==> src/rk4q_pkg.sv <==
// shared types, constants and saturating arithmetic for the rk4 quadratic integrator
`timescale 1ns / 1ps

package rk4q_pkg;

  localparam int LANES      = 4;
  localparam int VALUE_BITS = 32;
  localparam int FRAC_BITS  = 24;
  localparam int DT_BITS    = 31;
  localparam int STEP_BITS  = 16;
  localparam int PROD_BITS  = 2 * VALUE_BITS;
  localparam int QUOT_BITS  = PROD_BITS - FRAC_BITS;
  localparam int SIXTH_BIAS = 3;
  // ceil(2^34 / 6): product shifted right by 34 is the exact n / 6 for any 32-bit n
  localparam logic [VALUE_BITS-1:0] SIXTH_RECIP = 32'hAAAA_AAAB;
  localparam int SIXTH_SHIFT = 34;

  typedef logic signed [VALUE_BITS-1:0] value_t;
  typedef logic signed [PROD_BITS-1:0]  prod_t;

  localparam value_t VAL_MAX = {1'b0, {(VALUE_BITS-1){1'b1}}};
  localparam value_t VAL_MIN = {1'b1, {(VALUE_BITS-1){1'b0}}};

  typedef enum logic [1:0] {
    CFG_INITIAL_VALUE,
    CFG_STEP_SIZE,
    CFG_STEP_COUNT
  } cfg_index_t;

  typedef enum logic [1:0] {
    S_IDLE,
    S_PREP,
    S_RUN,
    S_DONE
  } state_t;

  // one rk4 step: k1, trial 2, k2, trial 3, k3, trial 4, k4, new x
  typedef enum logic [2:0] {
    PH_K1,
    PH_T2,
    PH_K2,
    PH_T3,
    PH_K3,
    PH_T4,
    PH_K4,
    PH_X
  } phase_t;

  typedef struct packed {
    logic   load;
    logic   mul;
    logic   post;
    phase_t phase;
  } lane_ctrl_t;

  typedef struct packed {
    value_t param_lane0;
    value_t param_lane1;
    value_t param_lane2;
    value_t param_lane3;
  } in_item_t;

  typedef struct packed {
    value_t final_lane0;
    value_t final_lane1;
    value_t final_lane2;
    value_t final_lane3;
  } out_item_t;

  typedef struct packed {
    cfg_index_t             index;
    logic [VALUE_BITS-1:0]  data;
  } cfg_wr_t;

  function automatic value_t sat_add(input value_t a, input value_t b);
    logic signed [VALUE_BITS:0] s;
    s = {a[VALUE_BITS-1], a} + {b[VALUE_BITS-1], b};
    if (s[VALUE_BITS] != s[VALUE_BITS-1]) begin
      return s[VALUE_BITS] ? VAL_MIN : VAL_MAX;
    end
    return s[VALUE_BITS-1:0];
  endfunction

  function automatic value_t sat_sub(input value_t a, input value_t b);
    logic signed [VALUE_BITS:0] s;
    s = {a[VALUE_BITS-1], a} - {b[VALUE_BITS-1], b};
    if (s[VALUE_BITS] != s[VALUE_BITS-1]) begin
      return s[VALUE_BITS] ? VAL_MIN : VAL_MAX;
    end
    return s[VALUE_BITS-1:0];
  endfunction

  // round half up, floor shift, clamp to the value range
  function automatic value_t qround(input prod_t prod);
    prod_t                     r;
    logic [QUOT_BITS-1:0]      t;
    r = prod + (prod_t'(1) <<< (FRAC_BITS - 1));
    t = r[PROD_BITS-1:FRAC_BITS];
    if (t[QUOT_BITS-1:VALUE_BITS-1] == '0 || t[QUOT_BITS-1:VALUE_BITS-1] == '1) begin
      return t[VALUE_BITS-1:0];
    end
    return t[QUOT_BITS-1] ? VAL_MIN : VAL_MAX;
  endfunction

endpackage

==> src/rk4q_stream_if.sv <==
// valid/ready channel carrying one payload item per transfer
`timescale 1ns / 1ps

interface rk4q_stream_if #(
  parameter type payload_t = logic
) ();
  logic     valid;
  logic     ready;
  payload_t payload;

  modport source (output valid, output payload, input ready);
  modport sink (input valid, input payload, output ready);
endinterface

==> src/rk4q_lane.sv <==
// one integration lane: shared-multiplier rk4 datapath for dx/dt = x*x - p
`timescale 1ns / 1ps

module rk4q_lane (
  input  logic                clk,
  input  rk4q_pkg::lane_ctrl_t ctrl,
  input  rk4q_pkg::value_t    param,
  input  rk4q_pkg::value_t    init_value,
  input  rk4q_pkg::value_t    half_step,
  input  rk4q_pkg::value_t    full_step,
  input  rk4q_pkg::value_t    sixth_step,
  output rk4q_pkg::value_t    x_out
);

  rk4q_pkg::value_t p;
  rk4q_pkg::value_t x;
  rk4q_pkg::value_t trial;
  rk4q_pkg::value_t k;
  rk4q_pkg::value_t sum;
  rk4q_pkg::prod_t  prod;

  rk4q_pkg::value_t mul_a;
  rk4q_pkg::value_t mul_b;
  rk4q_pkg::value_t q;
  rk4q_pkg::value_t k_new;

  always_comb begin
    q     = rk4q_pkg::qround(prod);
    k_new = rk4q_pkg::sat_sub(q, p);
    mul_a = x;
    mul_b = x;
    case (ctrl.phase) inside
      rk4q_pkg::PH_K1: begin
        mul_a = x;
        mul_b = x;
      end
      rk4q_pkg::PH_T2, rk4q_pkg::PH_T3: begin
        mul_a = half_step;
        mul_b = k;
      end
      rk4q_pkg::PH_T4: begin
        mul_a = full_step;
        mul_b = k;
      end
      rk4q_pkg::PH_K2, rk4q_pkg::PH_K3, rk4q_pkg::PH_K4: begin
        mul_a = trial;
        mul_b = trial;
      end
      default: begin
        mul_a = sum;
        mul_b = sixth_step;
      end
    endcase
  end

  always_ff @(posedge clk) begin
    if (ctrl.load) begin
      p <= param;
      x <= init_value;
    end else if (ctrl.mul) begin
      prod <= mul_a * mul_b;
    end else if (ctrl.post) begin
      case (ctrl.phase) inside
        rk4q_pkg::PH_K1: begin
          k   <= k_new;
          sum <= k_new;
        end
        rk4q_pkg::PH_T2, rk4q_pkg::PH_T3, rk4q_pkg::PH_T4: begin
          trial <= rk4q_pkg::sat_add(x, q);
        end
        rk4q_pkg::PH_K2, rk4q_pkg::PH_K3: begin
          k   <= k_new;
          sum <= rk4q_pkg::sat_add(sum, rk4q_pkg::sat_add(k_new, k_new));
        end
        rk4q_pkg::PH_K4: begin
          sum <= rk4q_pkg::sat_add(sum, k_new);
        end
        default: begin
          x <= rk4q_pkg::sat_add(x, q);
        end
      endcase
    end
  end

  assign x_out = x;

endmodule

==> src/rk4q_seq.sv <==
// step sequencer: dt/6 reciprocal, phase and step counters, lane control
`timescale 1ns / 1ps

module rk4q_seq (
  input  logic                                 clk,
  input  logic                                 rst,
  input  logic                                 start,
  input  logic [rk4q_pkg::DT_BITS-1:0]         step_size,
  input  logic [rk4q_pkg::STEP_BITS-1:0]       step_count,
  input  logic                                 out_free,
  output logic                                 idle,
  output logic                                 done,
  output logic [rk4q_pkg::VALUE_BITS-1:0]      sixth,
  output rk4q_pkg::lane_ctrl_t                 ctrl
);

  rk4q_pkg::state_t                        state, state_next;
  logic [rk4q_pkg::VALUE_BITS-1:0]         numer, numer_next;
  logic [rk4q_pkg::PROD_BITS-1:0]          recip_prod;
  rk4q_pkg::phase_t                        phase, phase_next;
  logic                                    sub, sub_next;
  logic [rk4q_pkg::STEP_BITS-1:0]          steps, steps_next;

  always_ff @(posedge clk) begin
    if (rst) begin
      state <= rk4q_pkg::S_IDLE;
      phase <= rk4q_pkg::PH_K1;
      sub   <= 1'b0;
      steps <= '0;
    end else begin
      state <= state_next;
      phase <= phase_next;
      sub   <= sub_next;
      steps <= steps_next;
    end
  end

  always_ff @(posedge clk) begin
    numer <= numer_next;
  end

  always_comb begin
    state_next = state;
    numer_next = numer;
    phase_next = phase;
    sub_next   = sub;
    steps_next = steps;
    idle       = 1'b0;
    done       = 1'b0;
    ctrl.load  = 1'b0;
    ctrl.mul   = 1'b0;
    ctrl.post  = 1'b0;
    ctrl.phase = phase;
    recip_prod = numer * rk4q_pkg::SIXTH_RECIP;
    unique case (state)
      rk4q_pkg::S_IDLE: begin
        idle = 1'b1;
        if (start) begin
          ctrl.load  = 1'b1;
          numer_next = {1'b0, step_size} + rk4q_pkg::VALUE_BITS'(rk4q_pkg::SIXTH_BIAS);
          state_next = rk4q_pkg::S_PREP;
        end
      end
      rk4q_pkg::S_PREP: begin
        // division by six through the reciprocal product
        numer_next = rk4q_pkg::VALUE_BITS'(
          recip_prod[rk4q_pkg::PROD_BITS-1:rk4q_pkg::SIXTH_SHIFT]);
        phase_next = rk4q_pkg::PH_K1;
        sub_next   = 1'b0;
        steps_next = '0;
        state_next = (step_count == '0) ? rk4q_pkg::S_DONE : rk4q_pkg::S_RUN;
      end
      rk4q_pkg::S_RUN: begin
        ctrl.mul  = !sub;
        ctrl.post = sub;
        sub_next  = !sub;
        if (sub) begin
          phase_next = rk4q_pkg::phase_t'(phase + 3'd1);
          if (phase == rk4q_pkg::PH_X) begin
            steps_next = steps + 1'b1;
            if (steps + 1'b1 == step_count) begin
              state_next = rk4q_pkg::S_DONE;
            end
          end
        end
      end
      rk4q_pkg::S_DONE: begin
        if (out_free) begin
          done       = 1'b1;
          state_next = rk4q_pkg::S_IDLE;
        end
      end
      default: begin
        state_next = rk4q_pkg::S_IDLE;
      end
    endcase
  end

  assign sixth = numer;

endmodule

==> src/rk4_quadratic_ode_integrator_top.sv <==
// Four-lane fixed-step RK4 integrator for dx/dt = x*x - p in signed Q8.24.
// Channels: cfg takes register writes (index 0 initial value, 1 step size,
// 2 step count) and is always ready; params carries one p per lane; finals
// returns the four final x values, one transfer per params transfer.
// After a params transfer, the prep state forms dt/6 with a reciprocal
// multiplication; each rk4 step then runs eight dependent multiplications
// on the one multiplier each lane owns, each as operand select and
// multiply, then round and update, and the result lands in the output
// register. params is ready only while no item is in flight, so a new
// item is accepted only after the last one has finished.
// The output register frees the datapath: a new item is accepted while an
// earlier result still waits. A finished item waits in place if the output
// register is still full when the receiver stalls.
// Reset (rst, synchronous, active high) restores the register defaults
// (x0 = -0.5, dt = 0.01, 1000 steps) and drops any item in flight.
`timescale 1ns / 1ps

module rk4_quadratic_ode_integrator_top (
  input  logic           clk,
  input  logic           rst,
  rk4q_stream_if.sink    cfg,
  rk4q_stream_if.sink    params,
  rk4q_stream_if.source  finals
);

  rk4q_pkg::value_t                      initial_value;
  logic [rk4q_pkg::DT_BITS-1:0]          step_size;
  logic [rk4q_pkg::STEP_BITS-1:0]        step_count;

  rk4q_pkg::value_t                      param_arr [rk4q_pkg::LANES];
  rk4q_pkg::value_t                      lane_x [rk4q_pkg::LANES];
  rk4q_pkg::value_t                      half_step;
  rk4q_pkg::value_t                      full_step;
  logic [rk4q_pkg::VALUE_BITS-1:0]       sixth;
  rk4q_pkg::lane_ctrl_t                  ctrl;
  rk4q_pkg::cfg_wr_t                     cfg_wr;
  rk4q_pkg::in_item_t                    in_item;
  rk4q_pkg::out_item_t                   out_item;
  logic                                  out_valid;
  logic                                  out_free;
  logic                                  idle;
  logic                                  done;
  logic                                  start;

  assign cfg.ready = 1'b1;
  assign cfg_wr    = cfg.payload;

  always_ff @(posedge clk) begin
    if (rst) begin
      initial_value <= -rk4q_pkg::value_t'(8388608);
      step_size     <= rk4q_pkg::DT_BITS'(167772);
      step_count    <= rk4q_pkg::STEP_BITS'(1000);
    end else if (cfg.valid) begin
      unique case (cfg_wr.index)
        rk4q_pkg::CFG_INITIAL_VALUE: initial_value <= cfg_wr.data;
        rk4q_pkg::CFG_STEP_SIZE:     step_size <= cfg_wr.data[rk4q_pkg::DT_BITS-1:0];
        rk4q_pkg::CFG_STEP_COUNT:    step_count <= cfg_wr.data[rk4q_pkg::STEP_BITS-1:0];
        default: begin
        end
      endcase
    end
  end

  assign in_item      = params.payload;
  assign params.ready = idle;
  assign start        = params.valid && idle;

  assign param_arr[0] = in_item.param_lane0;
  assign param_arr[1] = in_item.param_lane1;
  assign param_arr[2] = in_item.param_lane2;
  assign param_arr[3] = in_item.param_lane3;

  assign full_step = {1'b0, step_size};
  assign half_step = ({1'b0, step_size} + rk4q_pkg::VALUE_BITS'(1)) >> 1;

  rk4q_seq u_seq (
    .clk        (clk),
    .rst        (rst),
    .start      (start),
    .step_size  (step_size),
    .step_count (step_count),
    .out_free   (out_free),
    .idle       (idle),
    .done       (done),
    .sixth      (sixth),
    .ctrl       (ctrl)
  );

  for (genvar i = 0; i < rk4q_pkg::LANES; i++) begin : g_lane
    rk4q_lane u_lane (
      .clk        (clk),
      .ctrl       (ctrl),
      .param      (param_arr[i]),
      .init_value (initial_value),
      .half_step  (half_step),
      .full_step  (full_step),
      .sixth_step (sixth),
      .x_out      (lane_x[i])
    );
  end

  // merge the lanes into the output register
  assign out_free = !out_valid || finals.ready;

  always_ff @(posedge clk) begin
    if (rst) begin
      out_valid <= 1'b0;
    end else if (done) begin
      out_valid <= 1'b1;
    end else if (finals.ready) begin
      out_valid <= 1'b0;
    end
  end

  always_ff @(posedge clk) begin
    if (done) begin
      out_item.final_lane0 <= lane_x[0];
      out_item.final_lane1 <= lane_x[1];
      out_item.final_lane2 <= lane_x[2];
      out_item.final_lane3 <= lane_x[3];
    end
  end

  assign finals.valid   = out_valid;
  assign finals.payload = out_item;

endmodule
==> src/flat_wrapper.sv <==
// flat-port wrapper written by rule: the top's interface ports become plain ports
module rk4_quadratic_ode_integrator_top_flat 
  (clk, rst, cfg_valid, cfg_payload, cfg_ready, params_valid, params_payload, params_ready, finals_valid, finals_payload, finals_ready);
  rk4q_stream_if cfg_i ();
  rk4q_stream_if params_i ();
  rk4q_stream_if finals_i ();
  input  logic clk;
  input  logic rst;
  input wire logic [$bits(cfg_i.valid)-1:0] cfg_valid;
  input wire logic [$bits(cfg_i.payload)-1:0] cfg_payload;
  output wire logic [$bits(cfg_i.ready)-1:0] cfg_ready;
  input wire logic [$bits(params_i.valid)-1:0] params_valid;
  input wire logic [$bits(params_i.payload)-1:0] params_payload;
  output wire logic [$bits(params_i.ready)-1:0] params_ready;
  output wire logic [$bits(finals_i.valid)-1:0] finals_valid;
  output wire logic [$bits(finals_i.payload)-1:0] finals_payload;
  input wire logic [$bits(finals_i.ready)-1:0] finals_ready;
  assign cfg_i.valid = cfg_valid;
  assign cfg_i.payload = cfg_payload;
  assign cfg_ready = cfg_i.ready;
  assign params_i.valid = params_valid;
  assign params_i.payload = params_payload;
  assign params_ready = params_i.ready;
  assign finals_valid = finals_i.valid;
  assign finals_payload = finals_i.payload;
  assign finals_i.ready = finals_ready;
  rk4_quadratic_ode_integrator_top u_core (.clk(clk), .rst(rst), .cfg(cfg_i), .params(params_i), .finals(finals_i));
endmodule
==> config.mk <==
export PLATFORM = sky130hd
export DESIGN_NAME = rk4_quadratic_ode_integrator_top_flat
export DESIGN_NICKNAME = d
export VERILOG_FILES = /design/src/rk4q_pkg.sv /design/src/rk4q_stream_if.sv /design/src/rk4q_lane.sv /design/src/rk4q_seq.sv /design/src/rk4_quadratic_ode_integrator_top.sv /design/src/flat_wrapper.sv
export SDC_FILE = /design/constraint.sdc
export NUM_CORES = 2
export LEC_CHECK = 0
export ABC_CLOCK_PERIOD_IN_PS = 13800
export BUFFER_PORTS_ARGS = -buffer_cell sky130_fd_sc_hd__buf_2
export CAP_MARGIN = 20
export CORE_MARGIN = 4
export CORE_UTILIZATION = 30
export CTS_CLUSTER_SIZE = 24
export DETAILED_ROUTE_END_ITERATION = 10
export HOLD_SLACK_MARGIN = 0.12
export PLACE_DENSITY = 0.51
export SLEW_MARGIN = 20
export SYNTH_ARGS = -nofsm -noshare
export SYNTH_HDL_FRONTEND = slang
export SYNTH_SLANG_ARGS = --single-unit
==> constraint.sdc <==
create_clock -name clk -period 13.8 [get_ports clk]
set_clock_uncertainty 0.1 [all_clocks]
set_input_delay 0 -clock clk [delete_from_list [all_inputs] [get_ports clk]]
set_output_delay 0 -clock clk [all_outputs]
set_load 0.02 [all_outputs]
==> summary.txt <==
Worst setup path
  • Worst reg-to-reg setup slack: 1640 ps
  • Max incr delay on CP: 920 ps
  • Crit path required time: 14070 ps
  • Worst EP arrival: 12430 ps
  • Reg2Reg Depth: 32
  • Critical Path Slowest Stage Cell: o21a_1
  • Reg2Reg Launch Point: u_core.u_seq.phase[0]
  • Worst path buffer plus inverter count: 4
  • Top delay family on crit path: adder cells
  • Setup crit end kind: flop
  • Critical Path Fanout Max: 21
  • Crit path kind: flop to flop
  • Critical path startpoint category: flop
  • Most used cell, CP: fa_1
  • RR Endpoint: u_core.g_lane[3].u_lane.prod[60]

Routing
  • Via count: 51400
  • Final Routed Wirelength: 240000 um
  • DRC viols: 0
  • Drt initial violations: 3965
  • Wire per inst: 23.6 um
  • Via density: 5.05
  • Final ANT Viol Nets: 0
  • First-pass DRT Iterations: 6

Global routing
  • Remaining Overflow, GRT: 0
  • Gr busiest metal: met2
  • Initial antenna violation count: 4
  • Total GRT Usage: 0.208
  • Met2 Use GR: 0.330
  • GR Util met1: 0.294
  • Pin count of the biggest net entering global routing: 48
  • Vias in the first global route: 54000
  • First-pass GRT wire length: 359000 um
  • Met3 usage in global routing: 0.0290

Placed design
  • Placed cell count: 10100
  • Pre-CTS setup slack: 1880 ps
  • Post-detail-place hpwl: 198000 um
  • I/O Buffers: 9
  • Placed Area: 71200 um^2
  • Final Wtd Congestion: 0.959

Clocking
  • Clock Sink Count: 226
  • Clock slew at reported path FFs: 80 ps
  • CTS tree: done
  • Postcts setup bufs: 0
  • Num CTS Buffers: 28
  • Htree depth: 1
  • CTS Root Cell: clkbuf_16
  • Max Root-Sink Buffers: 3
  • Post-cts sizing count: 0
  • Clock Latency Late Sink: 620 ps

STA
  • Final WS setup: 1640 ps
  • Fmax: 82.2 MHz
  • Unrepaired setup endpoints after global routing: false
  • Slew HR: 0.180
  • Final setup TNS: 0 ps
  • Final setup violation count: 0
  • Slew Viols, Final: 0
  • Slew @ Worst Pin: 1220 ps
  • Fin crit period: 12160 ps
  • Period utilization: 0.882
  • Hold Vio Cnt, Final: 0

Floorplanning
  • Initial Util: 0.302
  • # IOs: 11
  • Chip Height: 481 um
  • Number of cell rows: 173
  • Die width: 481 um
  • Die ar.: 231000 um^2
  • Core footprint: 222000 um^2

Layout
  • Non-Filler Instances: 10200
  • Synthesis-to-layout area growth: 7.89%
  • Final net count: 9252
  • Layout cells sized above 1: 0.0484
  • Post-route cell area: 72400 um^2

Synth
  • Synth top area share: 0.432
  • Cells after Synth: 7248
  • Post-synth top area cell: fa_1
  • Fraction of registers with async set or reset after synthesis: 0
  • Seq cells post-synth: 226
  • Register area share after synthesis: 0.0975
  • Commonest cells in the netlist: 1558 x inv_1, 1447 x fa_1, 771 x nor2_1, 698 x nand2_1, 624 x ha_1
  • Top-count cell post-synth: inv_1
  • Synth Warn #: 0
  • Synth Flop Type: edfxtp_1
  • Post-synth EDFFs: 201
  • Syn_nets: 9326
  • Synth cell types: 105
  • Mean Syn Cell Area: 9.25 um^2
  • Area of the mapped netlist: 67100 um^2
  • Synth area leaders: fa_1 43%, ha_1 12%, edfxtp_1 9.0%

Hold path
  • Min-Delay Path Depth: 4
  • HP Class: input port to flop
  • Hold Startpoint: finals_ready
  • Hold EP: u_core.finals.payload

Status
  • Status: completed

Job
  • Total of max-cap violations: 0
-- cells in the final DEF, fill, tap and decap left out, types with 37 or more instances in the layout --
master,n
inv_1,1558
fa_1,1447
nor2_1,766
nand2_1,697
ha_1,624
a21oi_1,254
edfxtp_1,201
o21ai_0,149
buf_4,146
xnor2_1,133
a21o_1,126
xor2_1,76
nand3_1,75
o21a_1,56
nor3_1,54
o211ai_1,47
and2_1,44
nand2b_1,41
nand4_1,38
nor2b_1,37
-- flip-flops by register name (all words and copies together) (netlist names), 2 cells and up --
signal,flops
u_core.g_lane.u_lane.k,32
u_core.g_lane.u_lane.prod,41
u_core.g_lane.u_lane.sum,32
u_core.g_lane.u_lane.trial,32
u_core.g_lane.u_lane.x_out,32
u_core.initial_value,2
u_core.u_seq.phase,3
u_core.u_seq.sixth,30
u_core.u_seq.state,2
u_core.u_seq.steps,16
-- cell families after synthesis --
kind of cell / synth area share
fa+ha+maj: 0.549
other cells: 0.0000559
mux: 0.00252
xor+xnor: 0.0273
compound gates: 0.0971
simple gates: 0.121
flops: 0.0975
buf+inv: 0.105
-- area by class of cell --
cell class	count	area [um^2]
inverters	1563	5870
well taps	2975	3720
clock inverters	22	293
fillers	23200	150000
repair buffers	172	1340
multi-input cells	5183	53900
diodes	4	10.0
clock buffers	30	708
flip-flops and latches	226	6540
-- metrics by stage --
step           hold WS (ps)   util
2_1_floorplan         -1.13      -
3_3_place_gp           80.5  0.320
3_5_place_dp           83.6  0.320
4_1_cts                 246  0.325
5_1_grt                 327  0.325
6_report                273  0.325
-- per-layer routing --
metal / part of all wire / vias up / wire [um]
met3: 0.070 / 315 / 16900
met5: 0.000054 / - / 13
li1: - / 22500 / -
met1: 0.44 / 26700 / 106000
met4: 0.036 / 2 / 8690
met2: 0.45 / 1919 / 108000
-- worst register-to-register path, delay by kind of cell (launching register included) --
family,cells,cell delay [ps]
buffers and inverters,4,320
adders and majority gates,10,5040
DFF,1,410
xor gates and xnor gates,1,110
and+or+nand+nor,7,2000
AOI/OAI and AO/OA,10,3950
-- worst max-delay path by stage --
stage                                     start                               end  slack, ps  depth (start not counted)
after global routing      u_core.u_seq.phase[0]  u_core.g_lane[3].u_lane.prod[60]        900                         34
after CTS                 u_core.u_seq.phase[0]  u_core.g_lane[3].u_lane.prod[60]       1840                         34
final                     u_core.u_seq.phase[0]  u_core.g_lane[3].u_lane.prod[60]       1640                         32
after floorplan           u_core.u_seq.phase[0]  u_core.g_lane[3].u_lane.prod[60]       3390                         40
after global placement    u_core.u_seq.phase[0]  u_core.g_lane[3].u_lane.prod[58]       1610                         34
after detailed placement  u_core.u_seq.phase[0]  u_core.g_lane[3].u_lane.prod[60]       1880                         34
-- repair_timing --
item | in CTS | in global routing
hold endpoints to repair | 38 | 0
setup endpoints to repair | 0 | 0
hold buffers | 13 | 0
Power is not shown: default switching activity piles up to over one toggle a cycle in this logic, so the estimate is an artifact.
